[src/hdl/savf_pkg.sv]
`timescale 1ns / 1ps

package savf_pkg;

    localparam int PATTERN_LEN  = 8;
    localparam int NUM_CLASSES  = 6;
    localparam int NUM_ROWS     = 7;
    localparam int QUEUE_DEPTH  = 2;
    localparam int CFG_INDEX_W  = 3;
    localparam int CFG_DATA_W   = 16;
    localparam int LIMIT_W      = 16;
    localparam int VOTE_W       = 4;
    localparam int CLASS_W      = 3;
    localparam int LEN_W        = 8;

    typedef enum logic [CLASS_W-1:0] {
        CLS_STOP     = 3'd0,
        CLS_FORTY    = 3'd1,
        CLS_SIXTY    = 3'd2,
        CLS_NINETY   = 3'd3,
        CLS_FREE     = 3'd4,
        CLS_NOCHANGE = 3'd5,
        CLS_NONE     = 3'd6
    } class_t;

    typedef enum logic [CFG_INDEX_W-1:0] {
        REG_LIMIT_FREE     = 3'd0,
        REG_LIMIT_NOCHANGE = 3'd1,
        REG_LIMIT_NINETY   = 3'd2,
        REG_LIMIT_SIXTY    = 3'd3,
        REG_LIMIT_FORTY    = 3'd4,
        REG_LIMIT_HALT     = 3'd5,
        REG_VOTE_CEILING   = 3'd6,
        REG_SWITCH_MARGIN  = 3'd7
    } reg_index_t;

    // Order of the threshold chain, which is also the switching priority.
    localparam class_t CLASS_ORDER [NUM_CLASSES] = '{
        CLS_FREE, CLS_NOCHANGE, CLS_NINETY, CLS_SIXTY, CLS_FORTY, CLS_STOP
    };

    typedef logic [LEN_W-1:0] pulse_len_t;

    localparam pulse_len_t PAT_ROWS [NUM_ROWS][PATTERN_LEN] = '{
        '{8'd1, 8'd1, 8'd1, 8'd1, 8'd1, 8'd1, 8'd1, 8'd1},
        '{8'd1, 8'd1, 8'd1, 8'd1, 8'd1, 8'd3, 8'd1, 8'd1},
        '{8'd1, 8'd1, 8'd1, 8'd3, 8'd1, 8'd1, 8'd1, 8'd1},
        '{8'd1, 8'd1, 8'd1, 8'd5, 8'd1, 8'd1, 8'd1, 8'd1},
        '{8'd1, 8'd3, 8'd1, 8'd1, 8'd1, 8'd1, 8'd1, 8'd1},
        '{8'd1, 8'd3, 8'd1, 8'd3, 8'd1, 8'd1, 8'd1, 8'd1},
        '{8'd1, 8'd5, 8'd1, 8'd1, 8'd1, 8'd1, 8'd1, 8'd1}
    };

    localparam class_t PAT_CLASS [NUM_ROWS] = '{
        CLS_NOCHANGE, CLS_STOP, CLS_SIXTY, CLS_FORTY,
        CLS_NINETY, CLS_NOCHANGE, CLS_FREE
    };

    typedef logic [NUM_CLASSES-1:0][LIMIT_W-1:0] limits_t;

    localparam limits_t LIMIT_RESET = {
        16'd600, 16'd500, 16'd400, 16'd300, 16'd200, 16'd100
    };
    localparam logic [VOTE_W-1:0] CEILING_RESET = 4'd10;
    localparam logic [VOTE_W-1:0] MARGIN_RESET  = 4'd2;

    typedef struct packed {
        logic [VOTE_W-1:0] ceiling;
        logic [VOTE_W-1:0] margin;
    } vote_cfg_t;

    typedef struct packed {
        logic               req_type;
        logic [LIMIT_W-1:0] timeout_ticks;
        logic [LEN_W-1:0]   len_a;
        logic [LEN_W-1:0]   len_b;
        logic [LEN_W-1:0]   len_c;
        logic [LEN_W-1:0]   len_d;
        logic [LEN_W-1:0]   len_e;
        logic [LEN_W-1:0]   len_f;
        logic [LEN_W-1:0]   len_g;
        logic [LEN_W-1:0]   len_h;
    } in_item_t;

    typedef struct packed {
        logic [CLASS_W-1:0] aspect;
        logic [CLASS_W-1:0] detected_class;
    } out_item_t;

    // Classified item handed from the front part to the back part.
    typedef struct packed {
        class_t cls;
        logic   vote;
        logic   reeval;
    } cmd_t;

endpackage

[src/hdl/signal_aspect_vote_filter.sv]
`timescale 1ns / 1ps

// Signal aspect vote filter. Each input item is a timeout measurement or a
// pattern of eight pulse lengths; the block classifies it, updates six
// saturating vote counters and picks the displayed aspect with hysteresis,
// returning exactly one result item (aspect, detected class) per input item.
// The block sustains one item per clock cycle on both channels while the
// result channel is not stalled. An item accepted at one clock edge passes
// through three registers: the classifier register, captured at that edge,
// then the queue, then the result register. The rate is set by the back
// part, whose counter update and aspect choice are combinational from the
// registered counters, so consecutive items chain through the vote counters
// without a bubble.
// The front part (threshold chain and pattern table) and the back part are
// separated by a short queue of QUEUE_DEPTH items, so a stalled result
// channel does not stop input acceptance until the queue and the
// classifier register have filled. Configuration registers are written
// through the cfg_ port, which is always ready; they are meant to be changed
// only while no item is in flight. Register indexes 0 to 5 are the timeout
// thresholds, tested in that order, 6 is the vote ceiling and 7 is the
// switching margin; the ceiling and margin take the low four data bits.

module signal_aspect_vote_filter import savf_pkg::*; #(
    parameter int QUEUE_DEPTH = savf_pkg::QUEUE_DEPTH
) (
    input  logic                   aclk,
    input  logic                   aresetn,
    input  logic                   s_valid,
    output logic                   s_ready,
    input  in_item_t               s_payload,
    output logic                   m_valid,
    input  logic                   m_ready,
    output out_item_t              m_payload,
    input  logic                   cfg_valid,
    output logic                   cfg_ready,
    input  logic [CFG_INDEX_W-1:0] cfg_index,
    input  logic [CFG_DATA_W-1:0]  cfg_data
);

    // Configuration registers.
    limits_t   limits_reg, limits_next;
    vote_cfg_t vote_cfg_reg, vote_cfg_next;

    // Front to queue, queue to back.
    logic front_valid, front_ready;
    cmd_t front_cmd;
    logic back_valid, back_ready;
    cmd_t back_cmd;

    assign cfg_ready = 1'b1;

    always_comb begin
        limits_next   = limits_reg;
        vote_cfg_next = vote_cfg_reg;
        if (cfg_valid) begin
            unique case (reg_index_t'(cfg_index))
                REG_LIMIT_FREE:     limits_next[0] = cfg_data;
                REG_LIMIT_NOCHANGE: limits_next[1] = cfg_data;
                REG_LIMIT_NINETY:   limits_next[2] = cfg_data;
                REG_LIMIT_SIXTY:    limits_next[3] = cfg_data;
                REG_LIMIT_FORTY:    limits_next[4] = cfg_data;
                REG_LIMIT_HALT:     limits_next[5] = cfg_data;
                REG_VOTE_CEILING:   vote_cfg_next.ceiling = cfg_data[VOTE_W-1:0];
                REG_SWITCH_MARGIN:  vote_cfg_next.margin  = cfg_data[VOTE_W-1:0];
                default: begin
                end
            endcase
        end
    end

    always_ff @(posedge aclk) begin
        if (!aresetn) begin
            limits_reg           <= LIMIT_RESET;
            vote_cfg_reg.ceiling <= CEILING_RESET;
            vote_cfg_reg.margin  <= MARGIN_RESET;
        end else begin
            limits_reg   <= limits_next;
            vote_cfg_reg <= vote_cfg_next;
        end
    end

    // The front part classifies each item against the thresholds or the
    // pattern table and registers the resulting command.
    savf_front u_front (
        .aclk      (aclk),
        .aresetn   (aresetn),
        .s_valid   (s_valid),
        .s_ready   (s_ready),
        .s_payload (s_payload),
        .limits    (limits_reg),
        .cmd_valid (front_valid),
        .cmd       (front_cmd),
        .cmd_ready (front_ready)
    );

    savf_fifo #(
        .DEPTH (QUEUE_DEPTH)
    ) u_queue (
        .aclk       (aclk),
        .aresetn    (aresetn),
        .push_valid (front_valid),
        .push_ready (front_ready),
        .push_data  (front_cmd),
        .pop_valid  (back_valid),
        .pop_ready  (back_ready),
        .pop_data   (back_cmd)
    );

    // The back part owns the vote counters and the current aspect, and
    // drives the result register.
    savf_back u_back (
        .aclk      (aclk),
        .aresetn   (aresetn),
        .cmd_valid (back_valid),
        .cmd_ready (back_ready),
        .cmd       (back_cmd),
        .vote_cfg  (vote_cfg_reg),
        .m_valid   (m_valid),
        .m_ready   (m_ready),
        .m_payload (m_payload)
    );

endmodule

[src/hdl/savf_front.sv]
`timescale 1ns / 1ps

module savf_front import savf_pkg::*; (
    input  logic     aclk,
    input  logic     aresetn,
    input  logic     s_valid,
    output logic     s_ready,
    input  in_item_t s_payload,
    input  limits_t  limits,
    output logic     cmd_valid,
    output cmd_t     cmd,
    input  logic     cmd_ready
);

    logic       valid_reg, valid_next;
    cmd_t       cmd_reg, cmd_next;
    pulse_len_t lens [PATTERN_LEN];
    class_t     timeout_cls, pattern_cls, cls;
    logic       row_hit [NUM_ROWS];
    logic       accept;

    assign lens[0] = s_payload.len_a;
    assign lens[1] = s_payload.len_b;
    assign lens[2] = s_payload.len_c;
    assign lens[3] = s_payload.len_d;
    assign lens[4] = s_payload.len_e;
    assign lens[5] = s_payload.len_f;
    assign lens[6] = s_payload.len_g;
    assign lens[7] = s_payload.len_h;

    // Both loops walk backward so that the first hit in list order wins.
    always_comb begin
        timeout_cls = CLS_NONE;
        for (int k = NUM_CLASSES - 1; k >= 0; k--) begin
            if (s_payload.timeout_ticks < limits[k]) begin
                timeout_cls = CLASS_ORDER[k];
            end
        end
    end

    always_comb begin
        pattern_cls = CLS_NONE;
        for (int r = 0; r < NUM_ROWS; r++) begin
            row_hit[r] = 1'b1;
            for (int j = 0; j < PATTERN_LEN; j++) begin
                if (lens[j] != PAT_ROWS[r][j]) begin
                    row_hit[r] = 1'b0;
                end
            end
        end
        for (int r = NUM_ROWS - 1; r >= 0; r--) begin
            if (row_hit[r]) begin
                pattern_cls = PAT_CLASS[r];
            end
        end
    end

    assign cls     = s_payload.req_type ? pattern_cls : timeout_cls;
    assign s_ready = !valid_reg || cmd_ready;
    assign accept  = s_valid && s_ready;

    always_comb begin
        cmd_next   = cmd_reg;
        valid_next = valid_reg;
        if (accept) begin
            valid_next      = 1'b1;
            cmd_next.cls    = cls;
            cmd_next.vote   = (cls != CLS_NONE);
            // A timeout always re-evaluates the aspect; a pattern only on a match.
            cmd_next.reeval = !s_payload.req_type || (cls != CLS_NONE);
        end else if (cmd_ready) begin
            valid_next = 1'b0;
        end
    end

    always_ff @(posedge aclk) begin
        if (!aresetn) begin
            valid_reg <= 1'b0;
        end else begin
            valid_reg <= valid_next;
        end
        cmd_reg <= cmd_next;
    end

    assign cmd_valid = valid_reg;
    assign cmd       = cmd_reg;

endmodule

[src/hdl/savf_fifo.sv]
`timescale 1ns / 1ps

module savf_fifo import savf_pkg::*; #(
    parameter int DEPTH = QUEUE_DEPTH
) (
    input  logic aclk,
    input  logic aresetn,
    input  logic push_valid,
    output logic push_ready,
    input  cmd_t push_data,
    output logic pop_valid,
    input  logic pop_ready,
    output cmd_t pop_data
);

    localparam int PTR_W = (DEPTH > 1) ? $clog2(DEPTH) : 1;
    localparam int CNT_W = $clog2(DEPTH + 1);
    localparam logic [PTR_W-1:0] LAST_PTR = PTR_W'(DEPTH - 1);
    localparam logic [CNT_W-1:0] FULL_CNT = CNT_W'(DEPTH);

    cmd_t             store_reg [DEPTH];
    logic [PTR_W-1:0] wr_ptr_reg, wr_ptr_next;
    logic [PTR_W-1:0] rd_ptr_reg, rd_ptr_next;
    logic [CNT_W-1:0] count_reg, count_next;
    logic             push, pop;

    assign push_ready = (count_reg != FULL_CNT);
    assign pop_valid  = (count_reg != '0);
    assign push       = push_valid && push_ready;
    assign pop        = pop_valid && pop_ready;
    assign pop_data   = store_reg[rd_ptr_reg];

    always_comb begin
        wr_ptr_next = wr_ptr_reg;
        rd_ptr_next = rd_ptr_reg;
        count_next  = count_reg;
        if (push) begin
            wr_ptr_next = (wr_ptr_reg == LAST_PTR) ? '0 : wr_ptr_reg + 1'b1;
        end
        if (pop) begin
            rd_ptr_next = (rd_ptr_reg == LAST_PTR) ? '0 : rd_ptr_reg + 1'b1;
        end
        if (push && !pop) begin
            count_next = count_reg + 1'b1;
        end else if (pop && !push) begin
            count_next = count_reg - 1'b1;
        end
    end

    always_ff @(posedge aclk) begin
        if (!aresetn) begin
            wr_ptr_reg <= '0;
            rd_ptr_reg <= '0;
            count_reg  <= '0;
        end else begin
            wr_ptr_reg <= wr_ptr_next;
            rd_ptr_reg <= rd_ptr_next;
            count_reg  <= count_next;
        end
        if (push) begin
            store_reg[wr_ptr_reg] <= push_data;
        end
    end

    a_count_bound: assert property (@(posedge aclk) disable iff (!aresetn)
        count_reg <= FULL_CNT)
        else $error("queue fill count above its depth");

    a_count_track: assert property (@(posedge aclk) disable iff (!aresetn)
        (push && !pop) |=> (count_reg == $past(count_reg) + 1'b1))
        else $error("queue fill count missed a push");

endmodule

[src/hdl/savf_back.sv]
`timescale 1ns / 1ps

module savf_back import savf_pkg::*; (
    input  logic      aclk,
    input  logic      aresetn,
    input  logic      cmd_valid,
    output logic      cmd_ready,
    input  cmd_t      cmd,
    input  vote_cfg_t vote_cfg,
    output logic      m_valid,
    input  logic      m_ready,
    output out_item_t m_payload
);

    logic [NUM_CLASSES-1:0][VOTE_W-1:0] counts_reg, counts_next, voted;
    class_t    aspect_reg, aspect_next, cur, pick;
    logic      m_valid_reg, m_valid_next;
    out_item_t out_reg, out_next;
    logic [VOTE_W:0] bar;
    logic      take;

    assign cmd_ready = !m_valid_reg || m_ready;
    assign take      = cmd_valid && cmd_ready;

    // On a vote, the detected class gains a vote up to the ceiling; all others lose one down to zero.
    always_comb begin
        for (int k = 0; k < NUM_CLASSES; k++) begin
            voted[k] = counts_reg[k];
            if (cmd.vote) begin
                if (CLASS_W'(k) == cmd.cls) begin
                    if (counts_reg[k] < vote_cfg.ceiling) begin
                        voted[k] = counts_reg[k] + 1'b1;
                    end
                end else if (counts_reg[k] != '0) begin
                    voted[k] = counts_reg[k] - 1'b1;
                end
            end
        end
    end

    // The first class in priority order that beats the current count plus
    // the margin takes over; the walk goes backward so the first one wins.
    always_comb begin
        cur  = (aspect_reg == CLS_NONE || aspect_reg == class_t'(3'd7)) ?
               CLS_STOP : aspect_reg;
        bar  = {1'b0, voted[cur]} + {1'b0, vote_cfg.margin};
        pick = cur;
        for (int k = NUM_CLASSES - 1; k >= 0; k--) begin
            if (CLASS_ORDER[k] != cur && {1'b0, voted[CLASS_ORDER[k]]} > bar) begin
                pick = CLASS_ORDER[k];
            end
        end
    end

    always_comb begin
        counts_next  = counts_reg;
        aspect_next  = aspect_reg;
        out_next     = out_reg;
        m_valid_next = m_valid_reg;
        if (take) begin
            counts_next  = voted;
            aspect_next  = cmd.reeval ? pick : aspect_reg;
            out_next.aspect         = aspect_next;
            out_next.detected_class = cmd.cls;
            m_valid_next = 1'b1;
        end else if (m_ready) begin
            m_valid_next = 1'b0;
        end
    end

    always_ff @(posedge aclk) begin
        if (!aresetn) begin
            counts_reg  <= '0;
            aspect_reg  <= CLS_STOP;
            m_valid_reg <= 1'b0;
        end else begin
            counts_reg  <= counts_next;
            aspect_reg  <= aspect_next;
            m_valid_reg <= m_valid_next;
        end
        out_reg <= out_next;
    end

    assign m_valid   = m_valid_reg;
    assign m_payload = out_reg;

    a_vote_has_class: assert property (@(posedge aclk) disable iff (!aresetn)
        (cmd_valid && cmd.vote) |-> (cmd.cls != CLS_NONE && cmd.reeval))
        else $error("vote requested without a detected class");

    a_counts_hold: assert property (@(posedge aclk) disable iff (!aresetn)
        (take && !cmd.vote) |=> $stable(counts_reg))
        else $error("vote counters moved on an unclassified item");

    a_aspect_hold: assert property (@(posedge aclk) disable iff (!aresetn)
        (take && !cmd.reeval) |=> $stable(aspect_reg))
        else $error("aspect moved on an unmatched pattern");

    a_result_aspect: assert property (@(posedge aclk) disable iff (!aresetn)
        take |=> (m_valid && m_payload.aspect == aspect_reg))
        else $error("result aspect differs from stored aspect");

endmodule
[config.mk]
export PLATFORM = sky130hd
export DESIGN_NAME = signal_aspect_vote_filter
export DESIGN_NICKNAME = d
export VERILOG_FILES = /design/src/hdl/savf_pkg.sv /design/src/hdl/signal_aspect_vote_filter.sv /design/src/hdl/savf_front.sv /design/src/hdl/savf_fifo.sv /design/src/hdl/savf_back.sv
export SDC_FILE = /design/constraint.sdc
export NUM_CORES = 1
export LEC_CHECK = 0
export BUFFER_PORTS_ARGS = -buffer_cell sky130_fd_sc_hd__buf_4
export CORE_ASPECT_RATIO = 0.6
export CORE_MARGIN = 1.5
export CORE_UTILIZATION = 50
export DETAILED_ROUTE_END_ITERATION = 6
export PLACE_DENSITY = 0.72
export SYNTH_ARGS = -nofsm -noshare
export SYNTH_HDL_FRONTEND = slang
export SYNTH_SLANG_ARGS = --single-unit
[constraint.sdc]
create_clock -name aclk -period 5.2 [get_ports aclk]
set_input_delay 1.04 -clock aclk [delete_from_list [all_inputs] [get_ports aclk]]
set_output_delay 1.04 -clock aclk [all_outputs]
set_load 0.05 [all_outputs]
==> metrics.md <==
| Metric | Value |
|---|---|
| Failing checks | `design-rule violations, negative setup slack` |
| Pwr Density | `481.1 nW/um2` |
| Clk sinks | `159` |
| Max clock buf depth | `2` |
| Antenna violations before repair | `1` |
| Clock skew | `15.56 ps` |
| Crit path max fanout | `5` |
| Worst Path Arrival | `5440 ps` |
| Worst-Margin Slew | `956.4 ps` |
| Die area | `23190 um2` |
| Static Leak | `5.894 nW` |
| Share of cells above drive strength 1 | `22.04%` |
| Startpoint Class | `flip-flop` |
| GRT Residual Overflow | `0` |
| Worst Path Required | `5380 ps` |
| Worst-Skew Late Latency | `440 ps` |
| Final ANT Viol Nets | `0` |
| Fin. Hold Viols | `0` |
| Largest net degree at the start of global routing | `53` |
| Die height | `118.6 um` |
| Final WS setup | `-58.88 ps` |
| CTS tree | `done` |
| Period utilisation layout | `101.1%` |
| Number of synthesized register bits | `159` |
| Mapped Nets | `1625` |
| Max IR drop VDD | `0.2641 mV` |
| Port bufs | `112` |
| DR WL/cell | `18.82 um` |
| Clock slew at reported path FFs | `60 ps` |
| Unrepaired setup endpoints after global routing | `true` |
| Cells after Synth | `1382` |
| 1st-iter DRT viols | `1179` |
| Worst hold path cell count | `2` |
| Final WL | `35110 um` |
| Sequential area share after synthesis | `30.49%` |
| Critical path capture point type | `flip-flop` |
| Main synth FF type | `dfxtp_1` |
| Placed cell areas | `12830 um2` |
| Slew Limit Headroom | `36.24%` |
| I/O Pins | `114` |
| Final Cell Area | `13870 um2` |
| Post-synthesis cell area | `11130 um2` |
| First-pass GRT wire length | `53830 um` |
| Vias in the first global route | `9790` |
| Cell taking the most area after synthesis | `dfxtp_1` |
| Async S/R FF share, synth | `0%` |
| Setup violations, final | `5` |
| Starting Density | `50.67%` |
| Max cap viols | `0` |
| Rows | `42` |
| Number of flops mapped to enable cells by yosys | `21` |
| Post-synth cell types | `96` |
| Filler instances | `1849` |
| Post-synth top area share | `24.82%` |
| Worst r2r path cells | `22` |
| Largest cells by area after synthesis | `dfxtp_1, ha_1, nand2_1` |
| Routed vias/inst | `5.838` |
| Clock root buffer | `clkbuf_16` |
| Largest register FFs | `96` |
| CTS Buf Count | `17` |
| # DRC | `3` |
| Layout Nets | `1809` |
| Mapped Avg Cell Area | `8.054 um2` |
| Die Width | `195.6 um` |
| RePlAce Congestion | `0.9381` |
| Crit path kind | `flip-flop to flip-flop` |
| Slew Viols, Final | `0` |
| Final min period | `5259 ps` |
| Synth-to-Final Area Change | `24.61%` |
| GRT Overall Usage | `30.24%` |
| Max frequency | `190.2 MHz` |
| Outcome | `finished, violations left` |
| ANT cells | `0` |
| Class of the worst hold path | `flip-flop to flip-flop` |
| Vias | `10890` |
| Final Power | `0.006672 W` |
| Ys Warns | `0` |
| DP HPWL | `25780 um` |
| H-tree depth | `4` |
| DRT Pass-1 Iters | `7` |
| CORE AREA | `21970 um2` |
-- what timing repair did --
action,in CTS,in global routing
pin swaps,0,31
setup endpoints to repair,2,6
hold buffers,0,0
buffers inserted,1,15
resized for setup,6,67
-- logic make-up (layout without fill, tap and decap cells) --
logic type / after synthesis / count (layout) / share of synthesized area, %
XOR/XNOR: 17 / 17 / 1.338
buffers and inverters: 187 / 384 / 6.576
flip-flops: 159 / 159 / 30.49
multiplexers: 24 / 24 / 2.698
adder cells (fa/ha/maj): 141 / 141 / 15.87
AO/OA/AOI/OAI: 372 / 372 / 22.41
AND/OR/NAND/NOR: 481 / 481 / 20.58
other: 1 / 1 / 0.03369
-- power breakdown --
group	internal, W	leakage, nW	switching (W)
registers	0.00140	1.32	0.000134
clock network	0.000766	0.291	0.000528
logic	0.00178	4.28	0.00206
-- cell usage in the layout, fill, tap and decap left out, types with 14 or more instances in the layout --
cell type  instances
dfxtp_1          135
inv_1            126
o21ai_0           44
o211ai_1          30
a21o_1            39
clkbuf_16         17
a21oi_1          132
nand2_1          235
nor3_1            14
nand2b_1          23
ha_1             132
edfxtp_1          21
nand3_1           20
a211oi_1          20
buf_4            215
nor2_1            66
nand4_1           18
-- per-layer routing --
metal | global-route usage, % | part of all wire, %
met1 | 45.79 | 48
met2 | 42.50 | 41
met3 | 8.191 | 11
met4 | 5.475 | 0.62
met5 | 0 | 0
-- stage by stage --
stage                     cells  util (%)  setup TNS [ps]  hold slack (ps)  setup slack (ps)
after CTS                  1851     61.22               0            455.1             5.128
final                      1865     63.14          -214.4            454.8            -58.88
after global routing       1865     63.14           -1330            468.7            -254.9
after floorplan            1382         -               0            421.5             201.8
after global placement     1818     58.39               0            441.7             28.71
after detailed placement   1818     58.39          -64.55            446.5            -64.55
-- synth_stat cells, drive strengths merged (7+ instances only) --
cell type,n
nand3,20
o21a,9
clkbuf,45
and3,8
nand2b,24
nor4b,8
edfxtp,21
a21oi,139
mux2i,12
nor2b,15
nor2,73
nand4,18
a21o,39
buf,12
ha,137
or2,7
mux2,8
and2,14
o211ai,30
a31oi,7
nand2,238
a211o,8
dfxtp,138
inv,129
nor4,9
xnor2,11
o21ai,49
nor3,18
a211oi,24
-- worst max-delay path, stage by stage (launching register included) --
cell       delay, ps
edfxtp_1         390
buf_6            130
or4b_4           520
a21oi_4          160
o21a_1           160
nand2b_4         130
nand2_2           60
xnor2_2          150
mux4_2           450
mux2i_1          180
ha_2             210
inv_2             40
fa_2             580
buf_6            120
ha_4             200
nor2b_4          120
a2bb2oi_2        170
a311o_1          340
o22ai_2          220
a31oi_4          140
nor3_4           280
mux2_4           200
nand2_2           40
-- worst paths after layout --
check                                                  startpoint                       endpoint  slack, ps
worst max-delay path            u_queue.store_reg[0][3]$_DFFE_PP_  u_back.m_payload[5]$_DFFE_PP_        -60
worst min-delay path                  limits_reg[14]$_SDFFE_PN0P_    limits_reg[14]$_SDFFE_PN0P_        450
worst max register to register  u_queue.store_reg[0][3]$_DFFE_PP_  u_back.m_payload[5]$_DFFE_PP_        -60
worst min register to register        limits_reg[14]$_SDFFE_PN0P_    limits_reg[14]$_SDFFE_PN0P_        450
-- area by class of cell --
type	instances	area [um2]	share of cell area, %
clock buffers	21	450.4	3.248
clock inverters	11	140.1	1.010
inverters	130	489.2	3.527
multi-input cells	1036	7325	52.81
flip-flops and latches	159	3397	24.49
well taps	286	357.8	2.580
repair buffers	222	1710	12.33
Note: power is estimated with default switching activity, not from simulation.
